===== src/hdl/rbd_pkg.sv =====
`timescale 1ns / 1ps
`default_nettype none
// ----------------------------------------------------------------------------
// rbd_pkg
// Shared types and constants for the rotary encoder / button decoder.
// ----------------------------------------------------------------------------
package rbd_pkg;

	localparam int DEB_W    = 8;
	localparam int HOLD_W   = 16;
	localparam int CFG_IDX_W = 2;
	localparam int CFG_DATA_W = 16;

	localparam logic [DEB_W-1:0]  DEB_RESET  = 8'd10;
	localparam logic [HOLD_W-1:0] LONG_RESET = 16'd1000;
	localparam logic [HOLD_W-1:0] HOLD_MAX   = '1;

	typedef enum logic [CFG_IDX_W-1:0] {
		CFG_DEBOUNCE   = 2'd0,
		CFG_LONG_PRESS = 2'd1
	} cfg_idx_t;

	typedef logic signed [1:0] rot_t;

	localparam rot_t ROT_NONE = 2'sd0;
	localparam rot_t ROT_CW   = 2'sd1;
	localparam rot_t ROT_CCW  = -2'sd1;

	typedef struct packed {
		logic press;
		logic long_press;
	} btn_evt_t;

endpackage
`default_nettype wire


===== src/hdl/rotary_encoder_button_decoder.sv =====
// Path: an input transaction passes the input register, then the result
// register, before its result transaction appears.
// Throughput: one transaction per cycle; backpressure from the output
// register stalls the input register.
// Reset: all decoder state cleared; debounce_ticks = 10,
// long_press_ticks = 1000.
`timescale 1ns / 1ps
`default_nettype none
// ----------------------------------------------------------------------------
// rotary_encoder_button_decoder
// Per-tick encoder step decode with debounced push button events.
// ----------------------------------------------------------------------------
module rotary_encoder_button_decoder (
	input  wire logic                            clk,
	input  wire logic                            arst_n,
	input  wire logic                            in_valid,
	output logic                                 in_ready,
	input  wire logic                            clk_level,
	input  wire logic                            dt_level,
	input  wire logic                            switch_level,
	output logic                                 out_valid,
	input  wire logic                            out_ready,
	output logic signed [1:0]                    rotation,
	output logic                                 press_event,
	output logic                                 long_press_event,
	input  wire logic                            cfg_valid,
	output logic                                 cfg_ready,
	input  wire logic [rbd_pkg::CFG_IDX_W-1:0]   cfg_index,
	input  wire logic [rbd_pkg::CFG_DATA_W-1:0]  cfg_data
);

	logic [rbd_pkg::DEB_W-1:0]  debounce_ticks_q;
	logic [rbd_pkg::HOLD_W-1:0] long_press_ticks_q;

	logic valid_s1;
	logic clk_s1;
	logic dt_s1;
	logic sw_s1;
	logic adv;
	logic step;

	rbd_pkg::rot_t     rot_c;
	rbd_pkg::btn_evt_t evt_c;

	assign cfg_ready = 1'b1;

	always_ff @(posedge clk or negedge arst_n) begin
		if (!arst_n) begin
			debounce_ticks_q   <= rbd_pkg::DEB_RESET;
			long_press_ticks_q <= rbd_pkg::LONG_RESET;
		end else if (cfg_valid) begin
			unique case (cfg_index)
				rbd_pkg::CFG_DEBOUNCE:
					debounce_ticks_q <= cfg_data[rbd_pkg::DEB_W-1:0];
				rbd_pkg::CFG_LONG_PRESS:
					long_press_ticks_q <= cfg_data[rbd_pkg::HOLD_W-1:0];
				default: ;
			endcase
		end
	end

	assign adv      = !out_valid || out_ready;
	assign in_ready = !valid_s1 || adv;
	assign step     = valid_s1 && adv;

	always_ff @(posedge clk or negedge arst_n) begin
		if (!arst_n) begin
			valid_s1 <= 1'b0;
		end else if (in_ready) begin
			valid_s1 <= in_valid;
		end
	end

	always_ff @(posedge clk) begin
		if (in_ready && in_valid) begin
			clk_s1 <= clk_level;
			dt_s1  <= dt_level;
			sw_s1  <= switch_level;
		end
	end

	rbd_rot u_rot (
		.clk       (clk),
		.arst_n    (arst_n),
		.step      (step),
		.clk_level (clk_s1),
		.dt_level  (dt_s1),
		.rotation  (rot_c)
	);

	rbd_btn u_btn (
		.clk              (clk),
		.arst_n           (arst_n),
		.step             (step),
		.switch_level     (sw_s1),
		.debounce_ticks   (debounce_ticks_q),
		.long_press_ticks (long_press_ticks_q),
		.evt              (evt_c)
	);

	always_ff @(posedge clk or negedge arst_n) begin
		if (!arst_n) begin
			out_valid <= 1'b0;
		end else if (adv) begin
			out_valid <= valid_s1;
		end
	end

	always_ff @(posedge clk) begin
		if (step) begin
			rotation         <= rot_c;
			press_event      <= evt_c.press;
			long_press_event <= evt_c.long_press;
		end
	end

	a_evt_excl: assert property (@(posedge clk) disable iff (!arst_n)
		out_valid |-> !(press_event && long_press_event))
		else $error("short and long press in the same result");

	a_rot_code: assert property (@(posedge clk) disable iff (!arst_n)
		out_valid |-> (rotation != 2'sb10))
		else $error("invalid rotation code");

	a_s1_hold: assert property (@(posedge clk) disable iff (!arst_n)
		(valid_s1 && !adv) |=> valid_s1)
		else $error("stalled input stage dropped its transaction");

	a_out_load: assert property (@(posedge clk) disable iff (!arst_n)
		step |=> out_valid)
		else $error("processed transaction not presented at output");

endmodule
`default_nettype wire


===== src/hdl/rbd_rot.sv =====
`timescale 1ns / 1ps
`default_nettype none
// ----------------------------------------------------------------------------
// rbd_rot
// Encoder clock falling-edge detect; data line gives the direction.
// ----------------------------------------------------------------------------
module rbd_rot (
	input  wire logic         clk,
	input  wire logic         arst_n,
	input  wire logic         step,
	input  wire logic         clk_level,
	input  wire logic         dt_level,
	output rbd_pkg::rot_t     rotation
);

	logic prev_clock_q;

	always_ff @(posedge clk or negedge arst_n) begin
		if (!arst_n) begin
			prev_clock_q <= 1'b0;
		end else if (step) begin
			prev_clock_q <= clk_level;
		end
	end

	always_comb begin
		rotation = rbd_pkg::ROT_NONE;
		if (prev_clock_q && !clk_level) begin
			rotation = dt_level ? rbd_pkg::ROT_CW : rbd_pkg::ROT_CCW;
		end
	end

endmodule
`default_nettype wire


===== src/hdl/rbd_btn.sv =====
`timescale 1ns / 1ps
`default_nettype none
// ----------------------------------------------------------------------------
// rbd_btn
// Switch debounce by run length, then press timing for short / long events.
// ----------------------------------------------------------------------------
module rbd_btn (
	input  wire logic                        clk,
	input  wire logic                        arst_n,
	input  wire logic                        step,
	input  wire logic                        switch_level,
	input  wire logic [rbd_pkg::DEB_W-1:0]   debounce_ticks,
	input  wire logic [rbd_pkg::HOLD_W-1:0]  long_press_ticks,
	output rbd_pkg::btn_evt_t                evt
);

	logic                       prev_raw_q;
	logic [rbd_pkg::DEB_W-1:0]  stable_count_q;
	logic                       debounced_q;
	logic                       held_q;
	logic                       long_done_q;
	logic [rbd_pkg::HOLD_W-1:0] held_count_q;

	logic                       raw;
	logic                       prev_raw_d;
	logic [rbd_pkg::DEB_W-1:0]  stable_count_d;
	logic                       debounced_d;
	logic                       held_d;
	logic                       long_done_d;
	logic [rbd_pkg::HOLD_W-1:0] held_count_d;
	logic [rbd_pkg::HOLD_W-1:0] held_inc;

	assign raw = ~switch_level;
	assign held_inc = (held_count_q != rbd_pkg::HOLD_MAX) ?
		held_count_q + rbd_pkg::HOLD_W'(1) : held_count_q;

	always_comb begin
		prev_raw_d     = prev_raw_q;
		stable_count_d = stable_count_q;
		debounced_d    = debounced_q;
		if (raw == prev_raw_q) begin
			if (stable_count_q < debounce_ticks) begin
				stable_count_d = stable_count_q + rbd_pkg::DEB_W'(1);
				if (stable_count_d == debounce_ticks) begin
					debounced_d = raw;
				end
			end
		end else begin
			prev_raw_d     = raw;
			stable_count_d = '0;
		end
	end

	always_comb begin
		held_d       = held_q;
		long_done_d  = long_done_q;
		held_count_d = held_count_q;
		evt          = '0;
		if (debounced_d && !held_q) begin
			held_d       = 1'b1;
			long_done_d  = 1'b0;
			held_count_d = '0;
		end else if (debounced_d && !long_done_q) begin
			held_count_d = held_inc;
			if (held_inc >= long_press_ticks) begin
				evt.long_press = 1'b1;
				long_done_d    = 1'b1;
			end
		end else if (!debounced_d && held_q) begin
			evt.press = ~long_done_q;
			held_d    = 1'b0;
		end
	end

	always_ff @(posedge clk or negedge arst_n) begin
		if (!arst_n) begin
			prev_raw_q     <= 1'b0;
			stable_count_q <= '0;
			debounced_q    <= 1'b0;
			held_q         <= 1'b0;
			long_done_q    <= 1'b0;
			held_count_q   <= '0;
		end else if (step) begin
			prev_raw_q     <= prev_raw_d;
			stable_count_q <= stable_count_d;
			debounced_q    <= debounced_d;
			held_q         <= held_d;
			long_done_q    <= long_done_d;
			held_count_q   <= held_count_d;
		end
	end

endmodule
`default_nettype wire

===== config.mk =====
export PLATFORM = sky130hd
export DESIGN_NAME = rotary_encoder_button_decoder
export DESIGN_NICKNAME = d
export VERILOG_FILES = /design/src/hdl/rbd_pkg.sv /design/src/hdl/rotary_encoder_button_decoder.sv /design/src/hdl/rbd_rot.sv /design/src/hdl/rbd_btn.sv
export SDC_FILE = /design/constraint.sdc
export NUM_CORES = 1
export LEC_CHECK = 0
export ABC_CLOCK_PERIOD_IN_PS = 4300
export BUFFER_PORTS_ARGS = -buffer_cell sky130_fd_sc_hd__buf_2
export CAP_MARGIN = 0
export CELL_PAD_IN_SITES_DETAIL_PLACEMENT = 1
export CELL_PAD_IN_SITES_GLOBAL_PLACEMENT = 1
export CORE_MARGIN = 2
export CORE_UTILIZATION = 47
export DETAILED_ROUTE_END_ITERATION = 12
export PLACE_DENSITY_LB_ADDON = 0.1
export SKIP_CTS_REPAIR_TIMING = 1
export SYNTH_ARGS = -nofsm -noshare
export SYNTH_HDL_FRONTEND = slang
export SYNTH_HIERARCHICAL = 1
export SYNTH_SLANG_ARGS = --single-unit

===== constraint.sdc =====
create_clock -name clk -period 4.3 [get_ports clk]
set_input_delay 0.215 -clock clk [delete_from_list [all_inputs] [get_ports clk]]
set_output_delay 0.215 -clock clk [all_outputs]
set_load 0.01 [all_outputs]

# Word level (Yosys, flattened, before mapping)
# Cells that the tools add are included.
word_totals:
  reg_bits: 62
  latchBits: 0
  ram_bits: 0
  romBits: 0
  inputBits: 26
  out_inout_bits: 7
  word_cells: 75
  n_memories: 0
op_classes:
  n_addsub: 2
  multipliers: 0
  div_mod_pow: 0
  order_cmp: 2
  eq_ne: 6
  shift: 0
  n_mux: 16
  n_bitwise: 5
  reduce_logical: 27
op_table:
  columns: ["operator", "n"]
  rows:
  - ["2-to-1 mux 16 bit", 3]
  - ["adder 16 x 1 -> 16 bit, second input constant", 1]
  - [">= comparator 16 bit", 1]
  - ["2-to-1 mux 8 bit", 2]
  - ["inequality test 16 bit, second input constant", 1]
  - ["2-to-1 mux 1 bit", 10]
  - ["AND reduction 2 bit", 5]
  - ["adder 8 x 1 -> 8 bit, second input constant", 1]
  - ["equality test 8 bit", 1]
  - ["less-than comparator 8 bit", 1]
  - ["logical AND 1 bit", 6]
  - ["logical NOT 1 bit", 6]
  - ["AND reduction 3 bit", 2]
  - ["nonzero test 2 bit", 3]
  - ["inverter 1 bit", 5]
  - ["OR reduction 3 bit", 1]
  - ["equality test 2 x 1 -> 1 bit, second input constant", 1]
  - ["logical NOT 2 bit", 1]
  - ["logical OR 1 bit", 2]
  - ["2-to-1 mux 2 bit", 1]
  - ["inequality test 2 x 1 -> 1 bit, second input constant", 1]
  - ["inequality test 2 bit, second input constant", 1]
  - ["OR reduction 2 bit", 1]
  - ["equality test 1 bit", 1]

# Depth between registers and ports, before layout
# Gate-level depths: netlist of the first run.
logic_depth:
  ltp_word: 10
  mapped_depth: 16
  ltp_nobuf: 15

# Cells and area by module
# The synthesis of the first run kept the hierarchy.
modules_own_cells:
  columns: ["mod", "n_inst", "cells_each", "area_each_um2", "seq_area_each_um2"]
  rows:
  - ["rbd_btn", 1, 315, 2573.7, 700.7]
  - ["rotary_encoder_button_decoder", 1, 68, 1243.7, 870.8]
  - ["rbd_rot", 1, 4, 53.8, 25.0]

# Least setup slack after synthesis of the first run
# No wires, ideal clock.
synth_path:
  path_type: "register to register"
  startpoint: "reg debounce_ticks_q[3] in the netlist's numbering"
  endpoint: "reg u_btn/held_count_q[5] in the netlist's numbering"
  arrival_ps: 3110
  required_ps: 4176
  setup_slack_ps: 1066
  path_stages_with_launch: 13
  n_path_buf: 0
  synth_period_minus_slack_ps: 3234
  path_cell_list: "dfstp_2 inv_1 ha_1 a2111oi_0 o21ai_0 a221oi_1 and4_4 mux2i_2 ha_1 clkinv_1 nand2_1 nor4_1 a211o_1"
synth_via:
  elab_chain_len: 7
synth_lines:
  columns: ["element", "line_no", "text"]
  rows:
  - ["start, declared", "rotary_encoder_button_decoder.sv:32", "logic [rbd_pkg::DEB_W-1:0] debounce_ticks_q;"]
  - ["start signal, assigned", "rotary_encoder_button_decoder.sv:49", "debounce_ticks_q <= rbd_pkg::DEB_RESET;"]
  - ["start signal, assigned", "rotary_encoder_button_decoder.sv:54", "debounce_ticks_q <= cfg_data[rbd_pkg::DEB_W-1:0];"]
  - ["branches (longest 2 deep; another with less-than comparator 8 bit)", null, null]
  - ["2-to-1 mux 1 bit *", "rbd_btn.sv:42", "if (stable_count_q < debounce_ticks) begin"]
  - ["2-to-1 mux 1 bit *", "rbd_btn.sv:41", "if (raw == prev_raw_q) begin"]
  - ["net u_btn.debounced_d", "rbd_btn.sv:27", "logic debounced_d;"]
  - ["logical AND 1 bit (on tied branches)", "rbd_btn.sv:63, rbd_btn.sv:59", null]
  - ["nonzero test 2 bit (no line)", null, null]
  - ["AND reduction 2 bit (no line)", null, null]
  - ["end signal, assigned", "rbd_btn.sv:89", "held_count_q <= held_count_d;"]
  - ["end, declared", "rbd_btn.sv:22", "logic [rbd_pkg::HOLD_W-1:0] held_count_q;"]
# Mark *: on every way through the listed nets, which the timed path passes.
# A chain may end at the register's enable or synchronous reset.

# Worst setup path after layout of the first run
# Ends and elaborated chain as after synthesis.

==> impl_metrics.py, run 1 <==
metrics = {
    "outcome": {
        "status": "finished clean",
    },
    "synthesis": {
        "syn_area_sq_mm": 0.003871,
        "syn_inst": 387,
        "yosys.cell_types.count": 62,
        "synth.yosys.seq_area_share_pct": 41.24,
        "synth_edf_count": 7,
        "synth.most_common_cell": "dfrtp_1",
        "synth_compound_area_share_pct": 14.35,
        "syn-num-nets": 441,
        "synthAdderAreaFrac_pct": 9.050,
        "ys_top_cells_by_area": "dfrtp_1, ha_1, mux2_2",
        "ys_async_sr_fraction_pct": 88.71,
        "ys.flop_type": "dfrtp_1",
        "syn_avg_cell_area_sq_um": 10.00,
        "synth_top_family_by_area": "simple AND/OR/NAND/NOR gates",
        "synth_top_cell_by_area": "dfrtp_1",
        "muxShareOfSynthArea_pct": 8.565,
        "yosys.area_share.simple_pct": 16.74,
        "ys_top_cells_by_count": "dfrtp_1, inv_1, ha_1",
        "ys_seq_elements": 62,
        "synth-xor-area-share_pct": 4.299,
        "synth_top_area_share_pct": 30.38,
        "yosysWarnings": 6,
    },
    "layout": {
        "synthToLayoutAreaGrowth_pct": 10.47,
        "drive_gt1_share_pct": 21.88,
        "n_antenna_cell": 0,
        "instances_no_fill": 530,
        "fin_nets": 474,
        "fin_area_sq_mm": 0.004277,
        "n_fill_cell": 962,
    },
    "global_route": {
        "grt_use_total_pct": 23.15,
        "grt_first_pass_wirelength_um": 15840,
        "grt_max_degree": 56,
        "grt_overflow": 0,
        "grt_pass1_vias": 3225,
        "antenna_found_initial": 0,
    },
    "route": {
        "dr_total_vias": 3042,
        "wl_per_cell_um": 17.36,
        "drcViolationCount": 0,
        "drtIter0Drc": 97,
        "ant_nets": 0,
        "wirelength_um": 9201,
        "viasPerCell": 5.740,
        "first_pass_iters": 4,
    },
    "die": {
        "ios": 33,
        "die_height_um": 94.76,
        "rows": 33,
        "dieArea_sq_mm": 0.008979,
        "core_sq_mm": 0.008093,
        "die_x_um": 94.76,
        "initial_core_util_pct": 47.84,
    },
    "setup_path": {
        "startpoint_type": "flop",
        "required_ns": 4.53,
        "crit_type": "reg -> reg",
        "arrival_ns": 4.06,
        "worst_setup_path_end_kind": "flop",
        "worstPathMaxFanout": 10,
        "reg2reg_slack_ns": 0.47,
    },
    "placement": {
        "hpwl_um": 6868,
        "dp.cells": 514,
        "io_buffers": 31,
        "gp_congestion": 0.8697,
        "dpl-instance-area_sq_mm": 0.004111,
    },
    "timing": {
        "rsz0062_at_grt": "false",
        "hold_viol": 0,
        "finalSetupViolations": 0,
        "drv_slew": 0,
        "finalCritPeriodShare_pct": 88.98,
        "final.setup.tns_ns": 0,
        "min_period_ns": 3.826,
        "relSlewSlack_pct": 43.65,
        "tightest_slew_ns": 0.8392,
        "finalClockSkew_ns": 0.01074,
        "clock.fmax_ghz": 0.2614,
    },
    "cts": {
        "clock_latency_ns": 0.34,
        "cts_buffers": 9,
        "cts_tree": "built",
        "cts-root-buf": "clkbuf_8",
        "htreeDepth": 3,
        "clock_sinks": 62,
        "max-clock-path-buffers": 2,
        "clkTransAtPathRegs_ns": 0.07,
    },
    "power_and_ir_drop": {
        "cellPowerDensity_mw_per_mm2": 452.3,
        "power.total_uw": 1934,
        "leakage_uw": 0.001969,
        "ir_drop_mv": 0.2172,
    },
    "job": {
        "maxCapViolCount": 0,
    },
    "min_path": {
        "worstHoldPathType": "in -> async",
    },
}
-- stage by stage --
stage          setup WS [ns]  util (%)  hold slack (ns)
5_1_grt               0.1479     52.84          0.02357
3_5_place_dp          0.5228     50.80           0.3937
4_1_cts               0.4898     52.84          0.02774
3_3_place_gp          0.7533     50.80           0.3918
2_1_floorplan          1.066         -         -0.08059
6_report              0.4738     52.84          0.02400
-- cells in the final DEF (no fill, tap or decap), drive strengths merged, types with 7 or more instances in the layout --
| cell | n |
|---|---|
| a21o | 7 |
| nand2 | 22 |
| clkbuf | 9 |
| buf | 34 |
| dfstp | 8 |
| ha | 28 |
| nand2b | 7 |
| nand4 | 7 |
| a21oi | 10 |
| and3 | 7 |
| nor2 | 23 |
| xnor2 | 14 |
| edfxtp | 7 |
| o21ai | 23 |
| nand3 | 21 |
| dfrtp | 47 |
| mux2 | 27 |
| inv | 39 |
-- final timing paths --
kind | start | endpoint | cells after the start
worst min-delay path | arst_n | u_btn/held_count_q[15] | 2
worst max-delay path | debounce_ticks_q[3] | u_btn/held_count_q[5] | 12
worst min register to register | valid_s1 | out_valid | 1
max in group asynchronous | arst_n | u_btn/stable_count_q[6] | 2
worst max register to register | debounce_ticks_q[3] | u_btn/held_count_q[5] | 12
min in group clk | switch_level | sw_s1 | 1
-- layout make-up --
type / instances / area (sq um) / share of cell area (%)
Inverter: 40 / 150.1 / 3.511
Timing Repair Buffer: 34 / 177.7 / 4.154
Clock buffer: 9 / 123.9 / 2.896
Tap cell: 105 / 131.4 / 3.072
Sequential cell: 62 / 1597 / 37.33
Clock inverter: 7 / 41.29 / 0.9655
Multi-Input combinational cell: 273 / 2056 / 48.07
-- layer usage --
metal | up-vias | wire (um) | global-route usage, %
met2 | 37 | 4841 | 40.54
met1 | 1537 | 3998 | 28.59
li1 | 1455 | - | -
met3 | 13 | 188 | 4.070
met4 | 0 | 172 | 8.333
met5 | - | 0 | 0
-- critical path: stages, from the launching register on --
cell and delay [ns]:
dfstp_2 0.56, inv_1 0.04, ha_1 0.29, a2111oi_0 0.38
o21ai_0 0.16, a221oi_1 0.41, and4_4 0.33, mux2i_2 0.34
ha_1 0.33, clkinv_1 0.31, nand2_1 0.27, nor4_1 0.07
a211o_1 0.22
-- where the power goes --
part	switching (uW)	leakage [uW]	total, uW	internal, uW
combinational	377	0.00115	670	293
sequential	108	0.000738	818	710
clock	242	0.0000801	446	204
-- registers in the layout, summed over array words and instances, names as in the netlist, 2 cells and up --
| name | cells |
|---|---|
| debounce_ticks_q | 8 |
| u_btn/held_count_q | 16 |
| rotation | 2 |
| long_press_ticks_q | 16 |
| u_btn/stable_count_q | 8 |
-- cell families (layout without fill, tap and decap cells) --
logic type,Yosys count,in the layout
and+or+nand+nor,117,117
AOI/OAI and AO/OA,79,79
DFF,62,62
buffers and inverters,52,90
muxes,29,29
adders and majority gates,28,28
xor gates and xnor gates,19,19
other,1,1
No activity file was read; power rests on OpenSTA's default activity.
==> run 2, diff against run 1 <==
ABC_AREA = 1   (was unset)
CORE_UTILIZATION = 45   (was 47)
==> run 2 against run 1 <==
Against the previous run:
- sequential power fell by 6.4%
- combinational power down 13%
- via count rose by 16%
- critical path type unchanged
- largest power group unchanged
==> impl_metrics.py, run 2 <==
metrics = {
    "outcome": {
        "status": "finished clean",
    },
    "layout": {
        "fin_nets": 618,
        "synthToLayoutAreaGrowth_pct": 9.879,
        "n_antenna_cell": 0,
        "n_fill_cell": 1139,
        "fin_area_sq_mm": 0.004439,
        "drive_gt1_share_pct": 14.06,
        "multi_input_area_sq_mm": 0.002062,
        "final-seq-area_sq_mm": 0.001597,
        "final_common_cell": "nand2_1",
        "top_regs": "long_press_ticks_q (16), u_btn/held_count_q (16)",
        "final_cell_mix": "nand2_1, inv_1, dfrtp_1",
        "instances_no_fill": 677,
    },
    "timing": {
        "finalCritPeriodShare_pct": 83.36,
        "whs_ns": 0.006341,
        "relSlewSlack_pct": 51.61,
        "drv_slew": 0,
        "clock.fmax_ghz": 0.2790,
        "tightest_slew_ns": 0.7258,
        "rsz0062_at_grt": "false",
        "final.setup.tns_ns": 0,
        "hold_viol": 0,
        "min_period_ns": 3.585,
        "finalSetupViolations": 0,
        "finalClockSkew_ns": 0.01232,
    },
    "setup_path": {
        "cp.depth": 15,
        "crit_path_top_delay_cell": "ha_1",
        "r2r-start": "debounce_ticks_q[3]",
        "arrival_ns": 3.82,
        "reg2reg_slack_ns": 0.72,
        "cpLargestDelayFamily": "simple AND/OR/NAND/NOR gates",
        "critPathCapture": "u_btn/held_count_q[3]",
        "r2r-end": "u_btn/held_count_q[3]",
        "crit_type": "reg -> reg",
        "startpoint_type": "flop",
        "cpPeakStageDelay_ns": 0.62,
        "r2r_cells": 15,
        "cp-startpoint": "debounce_ticks_q[3]",
        "worstPathCellList": "inv_1 -> ha_1 -> a21oi_1 -> o21ai_0 -> a21oi_1 -> nand4_1 -> nand2_2 -> nand2_1 -> inv_1 -> ha_1 -> inv_1 -> nand2_4 -> nand2_4 -> nand2_1 -> nand2_1",
        "worstPathMaxFanout": 18,
        "path_buf_inv": 3,
        "worst_setup_path_end_kind": "flop",
        "required_ns": 4.54,
    },
    "power_and_ir_drop": {
        "cellPowerDensity_mw_per_mm2": 421.1,
        "ir_drop_mv": 0.1679,
        "switching_power_uw": 725.7,
        "combPwrFrac_pct": 31.3,
        "leakage_uw": 0.002403,
        "p_int_uw": 1144,
        "swShare_pct": 38.82,
        "power.total_uw": 1869,
        "clkPwrFrac_pct": 27.8,
        "seqPwrFrac_pct": 41.0,
    },
    "die": {
        "initial_core_util_pct": 46.33,
        "ios": 33,
        "die_x_um": 98.75,
        "rows": 34,
        "die_height_um": 98.75,
        "dieArea_sq_mm": 0.009752,
        "core_sq_mm": 0.008721,
    },
    "synthesis": {
        "syn_inst": 536,
        "yosys.cell_types.count": 38,
        "synth_top_cell_by_area": "dfrtp_1",
        "synth.most_common_cell": "nand2_1",
        "yosysWarnings": 6,
        "ys_top_cells_by_area": "dfrtp_1, nand2_1, ha_1",
        "syn_area_sq_mm": 0.004040,
        "synth.yosys.seq_area_share_pct": 39.52,
        "syn_avg_cell_area_sq_um": 7.538,
        "ys_top_cells_by_count": "nand2_1, inv_1, dfrtp_1",
        "ys_async_sr_fraction_pct": 88.71,
        "syn-num-nets": 590,
        "synth_top_area_share_pct": 29.11,
        "ys_seq_elements": 62,
        "synth_edf_count": 7,
        "ys.flop_type": "dfrtp_1",
    },
    "route": {
        "ant_nets": 0,
        "dr_total_vias": 3534,
        "drcViolationCount": 0,
        "first_pass_iters": 4,
        "wirelength_um": 9984,
        "viasPerCell": 5.220,
        "wl_per_cell_um": 14.75,
        "drtIter0Drc": 123,
    },
    "cts": {
        "max-clock-path-buffers": 2,
        "clkTransAtPathRegs_ns": 0.08,
        "clock_latency_ns": 0.34,
        "htreeDepth": 3,
        "clock_sinks": 62,
        "cts_buffers": 9,
        "cts-root-buf": "clkbuf_8",
        "cts_tree": "built",
    },
    "min_path": {
        "worstHoldPathType": "in -> async",
    },
    "global_route": {
        "antenna_found_initial": 0,
        "grt_max_degree": 56,
        "grt_first_pass_wirelength_um": 17660,
        "grt_pass1_vias": 3817,
        "grt_use_total_pct": 22.38,
        "grt_overflow": 0,
    },
    "job": {
        "maxCapViolCount": 0,
    },
    "placement": {
        "dp.cells": 661,
        "dpl-instance-area_sq_mm": 0.004249,
        "io_buffers": 31,
        "hpwl_um": 7368,
        "gp_congestion": 0.8650,
    },
}
[run 2: changes by cell type in the layout (fill, tap and decap cells not counted), moves of 9 or more]
cell / delta
a21oi_1: +9
inv_1: +37
mux2_2: -26
nand2_1: +147
nand3_1: +24
nand4_1: +15
nor2_1: +10
xnor2_1: -12
[run 2: layout make-up]
type	instances	area share, %
Clock buffer	10	2.875
Clock inverter	6	1.409
Inverter	76	6.426
Multi-Input combinational cell	382	46.45
Sequential cell	62	35.96
Tap cell	108	3.044
Timing Repair Buffer	33	3.833
[run 2: metrics by stage]
step                      util (%)  setup slack (ns)
after detailed placement     48.72            0.7446
after CTS                    50.90            0.7451
after floorplan                  -             1.548
after global routing         50.90            0.3588
final                        50.90            0.7155
after global placement       48.72            0.8381
[run 2: kinds of logic (layout without fill, tap and decap cells)]
| family | count (synthesis) | count (layout) | synth area share [%] |
|---|---|---|---|
| flops | 62 | 62 | 39.52 |
| buf+inv | 92 | 125 | 9.538 |
| fa+ha+maj | 28 | 28 | 8.672 |
| other cells | 1 | 1 | 0.09282 |
| simple gates | 294 | 294 | 32.92 |
| xor+xnor | 9 | 9 | 1.951 |
| compound gates | 50 | 50 | 7.309 |
[run 2: worst min path at each step]
| stage | from | slack [ns] | end |
|---|---|---|---|
| 2_1_floorplan | arst_n | -0.08 | debounce_ticks_q[0] |
| 3_3_place_gp | arst_n | 0.40 | u_btn/stable_count_q[0] |
| 3_5_place_dp | clk_level | 0.39 | clk_s1 |
| 4_1_cts | arst_n | 0.03 | u_btn/stable_count_q[0] |
| 5_1_grt | clk_level | 0.03 | clk_s1 |
| 6_report | arst_n | 0.006 | u_btn/stable_count_q[1] |
[run 2: power groups by stage]
stage | clock network [uW] | registers [uW] | logic (uW)
6_report | 519 | 766 | 584
5_1_grt | 561 | 780 | 679
4_1_cts | 534 | 766 | 590
3_5_place_dp | 0 | 777 | 588
3_3_place_gp | 0 | 772 | 560
2_1_floorplan | 0 | 758 | 439
[run 2: routing by layer]
| layer | wire, um | vias up | track usage, % |
|---|---|---|---|
| li1 | - | 1778 | - |
| met1 | 4555 | 1714 | 26.95 |
| met2 | 5153 | 32 | 41.37 |
| met3 | 144 | 10 | 2.908 |
| met5 | 0 | - | 0 |
| met4 | 131 | 0 | 6.744 |
